## config.mk

```make
export PLATFORM = sky130hd
export DESIGN_NAME = vag_adpcm_block_decoder
export DESIGN_NICKNAME = d
export VERILOG_FILES = /design/src/sv/vag_pkg.sv /design/src/sv/vag_fifo.sv /design/src/sv/vag_front.sv /design/src/sv/vag_back.sv /design/src/sv/vag_adpcm_block_decoder.sv
export SDC_FILE = /design/constraint.sdc
export NUM_CORES = 1
export LEC_CHECK = 0
export ABC_CLOCK_PERIOD_IN_PS = 14900
export BUFFER_PORTS_ARGS = -buffer_cell sky130_fd_sc_hd__buf_2
export CAP_MARGIN = 20
export CORE_UTILIZATION = 60
export CTS_CLUSTER_DIAMETER = 50
export DETAILED_ROUTE_END_ITERATION = 10
export GPL_TIMING_DRIVEN = 0
export PLACE_DENSITY_LB_ADDON = 0.15
export SLEW_MARGIN = 15
export SYNTH_ARGS = -nofsm -noshare
export SYNTH_HDL_FRONTEND = slang
export SYNTH_SLANG_ARGS = --single-unit
```

## constraint.sdc

```tcl
create_clock -name clock -period 14.9 [get_ports clock]
set_clock_uncertainty 0.15 [all_clocks]
set_input_delay 1.49 -clock clock [delete_from_list [all_inputs] [get_ports clock]]
set_output_delay 1.49 -clock clock [all_outputs]
set_load 0.05 [all_outputs]
```

## src/sv/vag_pkg.sv

```systemverilog
// Shared types, constants and coefficient tables for the VAG ADPCM block decoder.
`default_nettype none

package vag_pkg;

   localparam int unsigned BYTE_W    = 8;
   localparam int unsigned FILTER_W  = 3;
   localparam int unsigned SHIFT_W   = 4;
   localparam int unsigned POS_W     = 4;
   localparam int unsigned SAMPLE_W  = 16;
   localparam int unsigned COEF_W    = 8;
   localparam int unsigned PROD_W    = SAMPLE_W + COEF_W;
   localparam int unsigned ACC_W     = PROD_W + 2;
   localparam int unsigned PRED_W    = ACC_W - 6;
   localparam int unsigned TOTAL_W   = PRED_W + 1;

   localparam logic [3:0]  MAX_FILTER   = 4'd4;
   localparam logic [3:0]  MAX_SHIFT    = 4'd12;
   localparam logic [POS_W-1:0] POS_IDLE   = 4'd0;
   localparam logic [POS_W-1:0] POS_FLAGS  = 4'd1;
   localparam logic [POS_W-1:0] POS_LAST   = 4'd15;

   typedef enum logic {
      OP_DECODE = 1'b0,
      OP_ERROR  = 1'b1
   } op_kind_type;

   // one classified byte handed from the front to the back
   typedef struct packed {
      op_kind_type         kind;
      logic [BYTE_W-1:0]   data;
      logic [FILTER_W-1:0] filter;
      logic [SHIFT_W-1:0]  shift;
      logic                channel;
      logic                last;
   } op_type;

   typedef struct packed {
      logic signed [SAMPLE_W-1:0] sample;
      logic                       channel;
      logic                       last;
      logic                       bad;
   } rsp_type;

   function automatic logic signed [COEF_W-1:0] coef_a(input logic [FILTER_W-1:0] f);
      logic signed [COEF_W-1:0] c;
      unique case (f)
         3'd1:    c = 8'sd60;
         3'd2:    c = 8'sd115;
         3'd3:    c = 8'sd98;
         3'd4:    c = 8'sd122;
         default: c = 8'sd0;
      endcase
      return c;
   endfunction

   function automatic logic signed [COEF_W-1:0] coef_b(input logic [FILTER_W-1:0] f);
      logic signed [COEF_W-1:0] c;
      unique case (f)
         3'd2:    c = -8'sd52;
         3'd3:    c = -8'sd55;
         3'd4:    c = -8'sd60;
         default: c = 8'sd0;
      endcase
      return c;
   endfunction

endpackage

`default_nettype wire

```

## src/sv/vag_fifo.sv

```systemverilog
// Small register-based FIFO used for the op queue and the result queue.
`default_nettype none

module vag_fifo #(
   parameter int unsigned WIDTH = 8,
   parameter int unsigned DEPTH = 4
) (
   input  wire logic             clock,
   input  wire logic             reset,
   input  wire logic             wr_en,
   input  wire logic [WIDTH-1:0] wr_data,
   output logic                  full,
   input  wire logic             rd_en,
   output logic [WIDTH-1:0]      rd_data,
   output logic                  empty
);

   localparam int unsigned PTR_W = (DEPTH > 1) ? $clog2(DEPTH) : 1;
   localparam int unsigned CNT_W = $clog2(DEPTH + 1);

   logic [WIDTH-1:0] slot_ff [DEPTH];
   logic [PTR_W-1:0] wr_ptr_ff, wr_ptr_in;
   logic [PTR_W-1:0] rd_ptr_ff, rd_ptr_in;
   logic [CNT_W-1:0] count_ff, count_in;
   logic             do_wr, do_rd;

   assign full    = (count_ff == CNT_W'(DEPTH));
   assign empty   = (count_ff == '0);
   assign do_wr   = wr_en && !full;
   assign do_rd   = rd_en && !empty;
   assign rd_data = slot_ff[rd_ptr_ff];

   always_comb begin
      wr_ptr_in = wr_ptr_ff;
      rd_ptr_in = rd_ptr_ff;
      count_in  = count_ff;
      if (do_wr) begin
         wr_ptr_in = (wr_ptr_ff == PTR_W'(DEPTH - 1)) ? '0 : wr_ptr_ff + 1'b1;
      end
      if (do_rd) begin
         rd_ptr_in = (rd_ptr_ff == PTR_W'(DEPTH - 1)) ? '0 : rd_ptr_ff + 1'b1;
      end
      // write and read together leave the count alone
      if (do_wr && !do_rd) begin
         count_in = count_ff + 1'b1;
      end else if (do_rd && !do_wr) begin
         count_in = count_ff - 1'b1;
      end
   end

   always_ff @(posedge clock) begin
      if (reset) begin
         wr_ptr_ff <= '0;
         rd_ptr_ff <= '0;
         count_ff  <= '0;
      end else begin
         wr_ptr_ff <= wr_ptr_in;
         rd_ptr_ff <= rd_ptr_in;
         count_ff  <= count_in;
      end
   end

   always_ff @(posedge clock) begin
      if (do_wr) begin
         slot_ff[wr_ptr_ff] <= wr_data;
      end
   end

endmodule

`default_nettype wire

```

## src/sv/vag_front.sv

```systemverilog
// Front end: tracks block position, parses the header and queues decode/error ops.
`default_nettype none

module vag_front
   import vag_pkg::*;
(
   input  wire logic              clock,
   input  wire logic              reset,
   input  wire logic              push,
   input  wire logic [BYTE_W-1:0] data_byte,
   input  wire logic              block_start,
   input  wire logic              channel,
   output logic                   full,
   input  wire logic              cmd_full,
   output logic                   cmd_push,
   output op_type                 cmd_op
);

   logic [POS_W-1:0]    pos_ff, pos_in;
   logic [FILTER_W-1:0] filter_ff, filter_in;
   logic [SHIFT_W-1:0]  shift_ff, shift_in;
   logic                chan_ff, chan_in;
   logic                dropped_ff, dropped_in;
   logic                accept;
   logic                bad_hdr;

   assign full    = cmd_full;
   assign accept  = push && !cmd_full;
   assign bad_hdr = (data_byte[7:4] > MAX_FILTER) || (data_byte[3:0] > MAX_SHIFT);

   always_comb begin
      pos_in     = pos_ff;
      filter_in  = filter_ff;
      shift_in   = shift_ff;
      chan_in    = chan_ff;
      dropped_in = dropped_ff;
      cmd_push   = 1'b0;
      cmd_op.kind    = OP_DECODE;
      cmd_op.data    = data_byte;
      cmd_op.filter  = filter_ff;
      cmd_op.shift   = shift_ff;
      cmd_op.channel = chan_ff;
      cmd_op.last    = (pos_ff == POS_LAST);
      if (accept) begin
         priority if (block_start) begin
            pos_in     = POS_FLAGS;
            filter_in  = data_byte[6:4];
            shift_in   = data_byte[3:0];
            chan_in    = channel;
            dropped_in = bad_hdr;
            cmd_push   = bad_hdr;
            cmd_op.kind    = OP_ERROR;
            cmd_op.channel = channel;
            cmd_op.last    = 1'b0;
         end else if (pos_ff != POS_IDLE) begin
            pos_in   = pos_ff + 1'b1;
            cmd_push = (pos_ff != POS_FLAGS) && !dropped_ff;
         end else begin
            // stray byte with no block open: nothing changes
            cmd_push = 1'b0;
         end
      end
   end

   always_ff @(posedge clock) begin
      if (reset) begin
         pos_ff     <= POS_IDLE;
         filter_ff  <= '0;
         shift_ff   <= '0;
         chan_ff    <= 1'b0;
         dropped_ff <= 1'b0;
      end else begin
         pos_ff     <= pos_in;
         filter_ff  <= filter_in;
         shift_ff   <= shift_in;
         chan_ff    <= chan_in;
         dropped_ff <= dropped_in;
      end
   end

endmodule

`default_nettype wire

```

## src/sv/vag_back.sv

```systemverilog
// Back end: per-channel history, predictor; one sample per cycle unless stalled.
`default_nettype none

module vag_back
   import vag_pkg::*;
#(
   parameter int unsigned NUM_CHANNELS = 2
) (
   input  wire logic   clock,
   input  wire logic   reset,
   input  wire logic   cmd_empty,
   input  op_type      cmd_op,
   output logic        cmd_pop,
   input  wire logic   rsp_full,
   output logic        rsp_push,
   output rsp_type     rsp_item
);

   localparam int unsigned CH_W = (NUM_CHANNELS > 1) ? $clog2(NUM_CHANNELS) : 1;

   logic signed [SAMPLE_W-1:0] h1_ff [NUM_CHANNELS];
   logic signed [SAMPLE_W-1:0] h2_ff [NUM_CHANNELS];
   logic                       hi_nib_ff, hi_nib_in;

   logic [CH_W-1:0]            ch_idx;
   logic                       fire;
   logic                       is_decode;
   logic signed [3:0]          nib;
   logic signed [SAMPLE_W-1:0] resid;
   logic signed [SAMPLE_W-1:0] h1, h2;
   logic signed [PROD_W-1:0]   prod_a, prod_b;
   logic signed [ACC_W-1:0]    acc;
   logic signed [PRED_W-1:0]   pred;
   logic signed [TOTAL_W-1:0]  total;
   logic signed [SAMPLE_W-1:0] sample;

   assign ch_idx    = (NUM_CHANNELS > 1) ? CH_W'(cmd_op.channel) : '0;
   assign fire      = !cmd_empty && !rsp_full;
   assign is_decode = (cmd_op.kind == OP_DECODE);

   // low nibble first, then high nibble of the same byte
   assign nib    = hi_nib_ff ? $signed(cmd_op.data[7:4]) : $signed(cmd_op.data[3:0]);
   assign resid  = $signed({nib, 12'b0}) >>> cmd_op.shift;
   assign h1     = h1_ff[ch_idx];
   assign h2     = h2_ff[ch_idx];
   assign prod_a = h1 * coef_a(cmd_op.filter);
   assign prod_b = h2 * coef_b(cmd_op.filter);
   assign acc    = ACC_W'(prod_a) + ACC_W'(prod_b) + ACC_W'(32);
   assign pred   = PRED_W'(acc >>> 6);
   assign total  = TOTAL_W'(resid) + TOTAL_W'(pred);

   always_comb begin
      priority if (total > TOTAL_W'(32767)) begin
         sample = 16'sh7fff;
      end else if (total < -TOTAL_W'(32768)) begin
         sample = -16'sh8000;
      end else begin
         sample = SAMPLE_W'(total);
      end
   end

   always_comb begin
      hi_nib_in = hi_nib_ff;
      cmd_pop   = 1'b0;
      rsp_push  = fire;
      if (fire) begin
         if (is_decode) begin
            hi_nib_in = !hi_nib_ff;
            cmd_pop   = hi_nib_ff;
         end else begin
            cmd_pop   = 1'b1;
         end
      end
      rsp_item.sample  = is_decode ? sample : '0;
      rsp_item.channel = cmd_op.channel;
      rsp_item.last    = is_decode && cmd_op.last && hi_nib_ff;
      rsp_item.bad     = !is_decode;
   end

   always_ff @(posedge clock) begin
      if (reset) begin
         hi_nib_ff <= 1'b0;
         for (int i = 0; i < NUM_CHANNELS; i++) begin
            h1_ff[i] <= '0;
            h2_ff[i] <= '0;
         end
      end else begin
         hi_nib_ff <= hi_nib_in;
         if (fire && is_decode) begin
            h2_ff[ch_idx] <= h1;
            h1_ff[ch_idx] <= sample;
         end
      end
   end

endmodule

`default_nettype wire

```

## src/sv/vag_adpcm_block_decoder.sv

```systemverilog
// Top level of the VAG ADPCM block decoder: front parser, op queue, predictor, result queue.
//
//   channel  direction  handshake          payload
//   req      in         push / full        req_data_byte, req_block_start, req_channel
//   rsp      out        empty / pop        rsp_sample, rsp_sample_channel,
//                                          rsp_last_of_block, rsp_bad_header
//
// A byte transaction is taken every cycle while the op queue has room; the predictor
// turns a data byte into two samples, low nibble first (the second sample depends on the
// first through the channel history), and takes no new op until both are out.
// Header and flags bytes never reach the back end; a bad header queues one error op.
// The first result reaches the rsp ports through the op queue and the result queue.
// Synchronous reset clears block state, channel history and both queues.
// A full result queue stalls only the predictor; the front keeps taking bytes
// until the op queue fills.
`default_nettype none

module vag_adpcm_block_decoder
   import vag_pkg::*;
#(
   parameter int unsigned NUM_CHANNELS = 2,
   parameter int unsigned CMD_DEPTH    = 4,
   parameter int unsigned RSP_DEPTH    = 4
) (
   input  wire logic                 clock,
   input  wire logic                 reset,
   // byte transactions
   input  wire logic                 push,
   output logic                      full,
   input  wire logic [BYTE_W-1:0]    req_data_byte,
   input  wire logic                 req_block_start,
   input  wire logic                 req_channel,
   // result transactions
   output logic                      empty,
   input  wire logic                 pop,
   output logic signed [SAMPLE_W-1:0] rsp_sample,
   output logic                      rsp_sample_channel,
   output logic                      rsp_last_of_block,
   output logic                      rsp_bad_header
);

   localparam int unsigned OP_W  = $bits(op_type);
   localparam int unsigned RSP_W = $bits(rsp_type);

   // front -> op queue
   logic    cmd_push;
   op_type  cmd_wr_op;
   logic    cmd_full;
   // op queue -> back
   logic    cmd_empty;
   logic    cmd_pop;
   op_type  cmd_rd_op;
   // back -> result queue
   logic    rsp_push;
   rsp_type rsp_wr_item;
   logic    rsp_full;
   rsp_type rsp_rd_item;

   vag_front u_front (
      .clock       (clock),
      .reset       (reset),
      .push        (push),
      .data_byte   (req_data_byte),
      .block_start (req_block_start),
      .channel     (req_channel),
      .full        (full),
      .cmd_full    (cmd_full),
      .cmd_push    (cmd_push),
      .cmd_op      (cmd_wr_op)
   );

   // decouples header parsing from the serial predictor
   vag_fifo #(
      .WIDTH (OP_W),
      .DEPTH (CMD_DEPTH)
   ) u_cmd_fifo (
      .clock   (clock),
      .reset   (reset),
      .wr_en   (cmd_push),
      .wr_data (cmd_wr_op),
      .full    (cmd_full),
      .rd_en   (cmd_pop),
      .rd_data (cmd_rd_op),
      .empty   (cmd_empty)
   );

   vag_back #(
      .NUM_CHANNELS (NUM_CHANNELS)
   ) u_back (
      .clock     (clock),
      .reset     (reset),
      .cmd_empty (cmd_empty),
      .cmd_op    (cmd_rd_op),
      .cmd_pop   (cmd_pop),
      .rsp_full  (rsp_full),
      .rsp_push  (rsp_push),
      .rsp_item  (rsp_wr_item)
   );

   // registered result queue; the head entry drives the rsp ports
   vag_fifo #(
      .WIDTH (RSP_W),
      .DEPTH (RSP_DEPTH)
   ) u_rsp_fifo (
      .clock   (clock),
      .reset   (reset),
      .wr_en   (rsp_push),
      .wr_data (rsp_wr_item),
      .full    (rsp_full),
      .rd_en   (pop),
      .rd_data (rsp_rd_item),
      .empty   (empty)
   );

   assign rsp_sample         = rsp_rd_item.sample;
   assign rsp_sample_channel = rsp_rd_item.channel;
   assign rsp_last_of_block  = rsp_rd_item.last;
   assign rsp_bad_header     = rsp_rd_item.bad;

endmodule

`default_nettype wire

```

==> impl_metrics.prom <==
# TYPE chip_impl_metric gauge
chip_impl_metric{name="fp.dieArea",unit="um2"} 31600
chip_impl_metric{name="hold-path-cell-count",unit=""} 2
chip_impl_info{name="timing.critical_path.to_type",value="register"} 1
chip_impl_metric{name="fp-row-count",unit=""} 64
chip_impl_metric{name="antenna_found_initial",unit=""} 0
chip_impl_metric{name="clk_path_buf_depth",unit=""} 3
chip_impl_metric{name="synth-warning-count",unit=""} 0
chip_impl_info{name="min-delay-path-class",value="reg -> reg"} 1
chip_impl_metric{name="highest_clock_frequency_the_design_can_meet",unit="GHz"} 0.0829
chip_impl_metric{name="grt_start_max_net_pins",unit=""} 22
chip_impl_metric{name="wl",unit="mm"} 39.3
chip_impl_info{name="crit_path_top_delay_cell",value="sky130_fd_sc_hd__a211oi_1"} 1
chip_impl_metric{name="synthesis.instances",unit=""} 1604
chip_impl_info{name="synth_top_area_cell",value="sky130_fd_sc_hd__edfxtp_1"} 1
chip_impl_info{name="synth_ff_type",value="sky130_fd_sc_hd__edfxtp_1"} 1
chip_impl_info{name="startpoint_type",value="register"} 1
chip_impl_metric{name="ios",unit=""} 35
chip_impl_info{name="rsz0062_at_grt",value="no"} 1
chip_impl_metric{name="yosys.area_share.adder",unit=""} 0.299
chip_impl_info{name="classification_of_the_worst_setup_path",value="reg -> reg"} 1
chip_impl_info{name="ys_top_cells_by_area",value="sky130_fd_sc_hd__edfxtp_1 34%, sky130_fd_sc_hd__fa_1 21%, sky130_fd_sc_hd__ha_1 9.4%, sky130_fd_sc_hd__inv_1 5.6%, sky130_fd_sc_hd__mux4_2 4.4%"} 1
chip_impl_metric{name="asyncSetResetFlopFracSynth",unit=""} 0
chip_impl_metric{name="synth_seq_cells",unit=""} 244
chip_impl_metric{name="arrival_time_at_the_worst_endpoint",unit="ps"} 12140
chip_impl_metric{name="ant_nets",unit=""} 0
chip_impl_metric{name="floorplan.initialDensity",unit=""} 0.608
chip_impl_metric{name="post-route-min-period",unit="ps"} 12070
chip_impl_metric{name="hold_viol",unit=""} 0
chip_impl_metric{name="port_buffers",unit=""} 34
chip_impl_metric{name="drtPass1Iterations",unit=""} 6
chip_impl_info{name="worstHoldStart",value="u_front.chan_ff"} 1
chip_impl_metric{name="finalNonFillerCells",unit=""} 2084
chip_impl_metric{name="grt-ovfl-total",unit=""} 0
chip_impl_metric{name="synth.lib_cells_used.distinct",unit=""} 61
chip_impl_metric{name="grt_usage",unit=""} 0.265
chip_impl_metric{name="multiInputGateArea",unit="um2"} 10300
chip_impl_metric{name="drive_gt1_frac",unit=""} 0.0960
chip_impl_metric{name="synth.top_cell.area_share",unit=""} 0.343
chip_impl_info{name="synth_top_family_by_area",value="adder cells"} 1
chip_impl_metric{name="post_cts_buffers",unit=""} 0
chip_impl_metric{name="first_global_vias",unit=""} 11866
chip_impl_info{name="clock-root-buffer",value="sky130_fd_sc_hd__clkbuf_16"} 1
chip_impl_metric{name="worst-endpoint-required",unit="ps"} 14970
chip_impl_metric{name="num_antenna_cells",unit=""} 0
chip_impl_metric{name="cts_resized",unit=""} 0
chip_impl_metric{name="gp_congestion",unit=""} 0.935
chip_impl_metric{name="final_min_period_over_clock_period",unit=""} 0.810
chip_impl_metric{name="grt_first_pass_wirelength",unit="mm"} 63.6
chip_impl_metric{name="wl_per_cell",unit="um"} 18.8
chip_impl_metric{name="final_max_slew_viol_count",unit=""} 0
chip_impl_metric{name="setup_viol",unit=""} 0
chip_impl_metric{name="cts_num_sinks",unit=""} 244
chip_impl_metric{name="path_max_fanout",unit=""} 10
chip_impl_info{name="critical_path.reg2reg.endpoint",value="u_rsp_fifo.slot_ff[0][10]"} 1
chip_impl_metric{name="cp_slowest_stage_delay",unit="ps"} 660
chip_impl_metric{name="fill_cells",unit=""} 2298
chip_impl_metric{name="drc_violation_count_after_routing",unit=""} 0
chip_impl_metric{name="timing.slew.headroom",unit=""} 0.275
chip_impl_metric{name="transition_time_at_the_pin_with_the_least_slew_margin",unit="ps"} 1080
chip_impl_metric{name="mappedNetlistArea",unit="um2"} 18600
chip_impl_metric{name="post_cts_hold_buffer_count",unit=""} 0
chip_impl_metric{name="cts_htree_levels",unit=""} 1
chip_impl_metric{name="die_h",unit="um"} 178
chip_impl_metric{name="syn_nets",unit=""} 1948
chip_impl_metric{name="syn_to_final_growth",unit="%"} 8.57
chip_impl_metric{name="placed_area",unit="um2"} 19300
chip_impl_metric{name="place_hpwl",unit="mm"} 31.2
chip_impl_metric{name="drt_first_iter_violations",unit=""} 886
chip_impl_metric{name="detailroute.via_count",unit=""} 11747
chip_impl_metric{name="synth-xor-area-share",unit=""} 0.0241
chip_impl_metric{name="clk_pin_slew_worst_paths",unit="ps"} 70
chip_impl_metric{name="non_filler_cell_area_final",unit="um2"} 20100
chip_impl_info{name="worst_hold_endpoint",value="u_front.chan_ff"} 1
chip_impl_metric{name="clock_insertion_delay_worst_skew",unit="ps"} 530
chip_impl_metric{name="synth.avg_cell_area",unit="um2"} 11.6
chip_impl_metric{name="yosys.area_share.simple",unit=""} 0.0851
chip_impl_metric{name="timing.max_cap.violations",unit=""} 0
chip_impl_metric{name="post_synth_mux_area_share",unit=""} 0.0699
chip_impl_info{name="outcome",value="finished clean"} 1
chip_impl_metric{name="ff2ff_setup_slack",unit="ps"} 2830
chip_impl_info{name="crit_path_frequent_cell",value="sky130_fd_sc_hd__fa_1"} 1
chip_impl_metric{name="floorplan.core_area",unit="um2"} 30500
chip_impl_metric{name="ff2ff_path_depth",unit=""} 37
chip_impl_metric{name="regArea",unit="um2"} 7010
chip_impl_metric{name="seq_area_frac_synth",unit=""} 0.378
chip_impl_metric{name="synth-compound-area-share",unit=""} 0.0741
chip_impl_metric{name="numCtsBuffers",unit=""} 24
chip_impl_metric{name="numPlacedInstances",unit=""} 2040
chip_impl_metric{name="synth_enable_flop_cells",unit=""} 212
chip_impl_metric{name="die_w",unit="um"} 178
chip_impl_metric{name="num-nets-final",unit=""} 2014
chip_impl_metric{name="setup_tns_final",unit="ps"} 0
chip_impl_metric{name="viasPerCell",unit=""} 5.64
chip_impl_info{name="cts_tree",value="done"} 1
==> sequential cells by signal (all words and copies together) (netlist names), 4 cells and up, named ones only <==
name,cells
u_back.h2_ff,32
u_cmd_fifo.slot_ff,72
u_back.h1_ff,32
u_front.pos_ff,4
u_front.shift_ff,4
u_rsp_fifo.slot_ff,76
==> cell usage in the layout (no fill, tap or decap), types with 5 or more instances in the layout <==
cell type / count
sky130_fd_sc_hd__nand2_1: 54
sky130_fd_sc_hd__o21bai_1: 5
sky130_fd_sc_hd__nand3_1: 11
sky130_fd_sc_hd__and2_1: 23
sky130_fd_sc_hd__fa_1: 190
sky130_fd_sc_hd__nor2_1: 203
sky130_fd_sc_hd__o21a_1: 5
sky130_fd_sc_hd__buf_2: 44
sky130_fd_sc_hd__or2_2: 11
sky130_fd_sc_hd__a211oi_1: 44
sky130_fd_sc_hd__clkbuf_1: 42
sky130_fd_sc_hd__o21ai_0: 19
sky130_fd_sc_hd__dfxtp_1: 32
sky130_fd_sc_hd__xnor2_1: 28
sky130_fd_sc_hd__edfxtp_1: 212
sky130_fd_sc_hd__nand2b_1: 10
sky130_fd_sc_hd__inv_1: 276
sky130_fd_sc_hd__mux2_2: 5
sky130_fd_sc_hd__clkbuf_16: 24
sky130_fd_sc_hd__xor2_1: 23
sky130_fd_sc_hd__or3_1: 7
sky130_fd_sc_hd__a21oi_1: 79
sky130_fd_sc_hd__clkinv_2: 5
sky130_fd_sc_hd__nor2b_1: 8
sky130_fd_sc_hd__nor3_1: 13
sky130_fd_sc_hd__a31oi_1: 6
sky130_fd_sc_hd__mux4_2: 36
sky130_fd_sc_hd__ha_1: 140
sky130_fd_sc_hd__a21o_1: 16
sky130_fd_sc_hd__mux2i_1: 43
==> cells in the mapped netlist (16+ instances only) <==
cell type	n
sky130_fd_sc_hd__nand2_1	54
sky130_fd_sc_hd__xor2_1	23
sky130_fd_sc_hd__xnor2_1	28
sky130_fd_sc_hd__dfxtp_1	32
sky130_fd_sc_hd__ha_1	140
sky130_fd_sc_hd__a21oi_1	79
sky130_fd_sc_hd__and2_1	23
sky130_fd_sc_hd__clkbuf_1	36
sky130_fd_sc_hd__inv_1	276
sky130_fd_sc_hd__mux2i_1	43
sky130_fd_sc_hd__o21ai_0	19
sky130_fd_sc_hd__fa_1	190
sky130_fd_sc_hd__nor2_1	203
sky130_fd_sc_hd__mux4_2	36
sky130_fd_sc_hd__edfxtp_1	212
sky130_fd_sc_hd__a21o_1	16
sky130_fd_sc_hd__a211oi_1	44
==> worst max-delay path by stage <==
| stage | depth (start not counted) | startpoint | slack (ps) | end |
|---|---|---|---|---|
| 3_5_place_dp | 37 | register | 3010 | u_rsp_fifo.slot_ff[0][10] |
| 6_report | 37 | register | 2830 | u_rsp_fifo.slot_ff[0][10] |
| 3_3_place_gp | 37 | register | 3160 | u_rsp_fifo.slot_ff[0][10] |
| 4_1_cts | 36 | register | 2990 | u_rsp_fifo.slot_ff[2][10] |
| 2_1_floorplan | 36 | register | 5280 | u_rsp_fifo.slot_ff[0][3] |
| 5_1_grt | 37 | register | 2220 | u_rsp_fifo.slot_ff[0][10] |
==> cell type report <==
cell class,count,share of cell area
multi-input cells,1029,0.510
flip-flops and latches,244,0.348
inverters,276,0.0514
clock buffers,30,0.0309
well taps,396,0.0246
repair buffers,40,0.0142
plain buffers,55,0.0127
clock inverters,14,0.00851
==> critical path, delay by kind of cell (launching register included) <==
kind	cells	cell delay, ps
buffers and inverters	10	2570
AND/OR/NAND/NOR	7	1470
XOR/XNOR	2	660
flip-flops	1	310
multiplexers	1	510
AO/OA/AOI/OAI	9	2510
adder cells (fa/ha/maj)	8	3580
==> per-stage QoR <==
step | hold slack [ps] | utilization | setup slack (ps)
global placement | 302 | 0.630 | 3160
floorplan | 294 | - | 5280
global route | 344 | 0.660 | 2220
CTS | 316 | 0.660 | 2990
detailed placement | 308 | 0.634 | 3010
finish | 316 | 0.660 | 2830
==> metal layers <==
metal | vias up | routed length [um] | share of wire | GRT usage
met4 | 0 | 1010 | 0.026 | 0.0641
met5 | - | 0 | 0 | 0
li1 | 5507 | - | - | -
met1 | 5833 | 17300 | 0.44 | 0.384
met2 | 346 | 18800 | 0.48 | 0.431
met3 | 61 | 2130 | 0.054 | 0.0291
==> kinds of logic after synthesis <==
family,after synthesis
AOI/OAI and AO/OA,206
muxes,84
DFF,244
xor gates and xnor gates,51
and+or+nand+nor,358
buffers and inverters,331
adders and majority gates,330
Power is left out: the tool's default activity adds up to more than one toggle a clock period on the data nets, which glitch-free logic cannot reach.
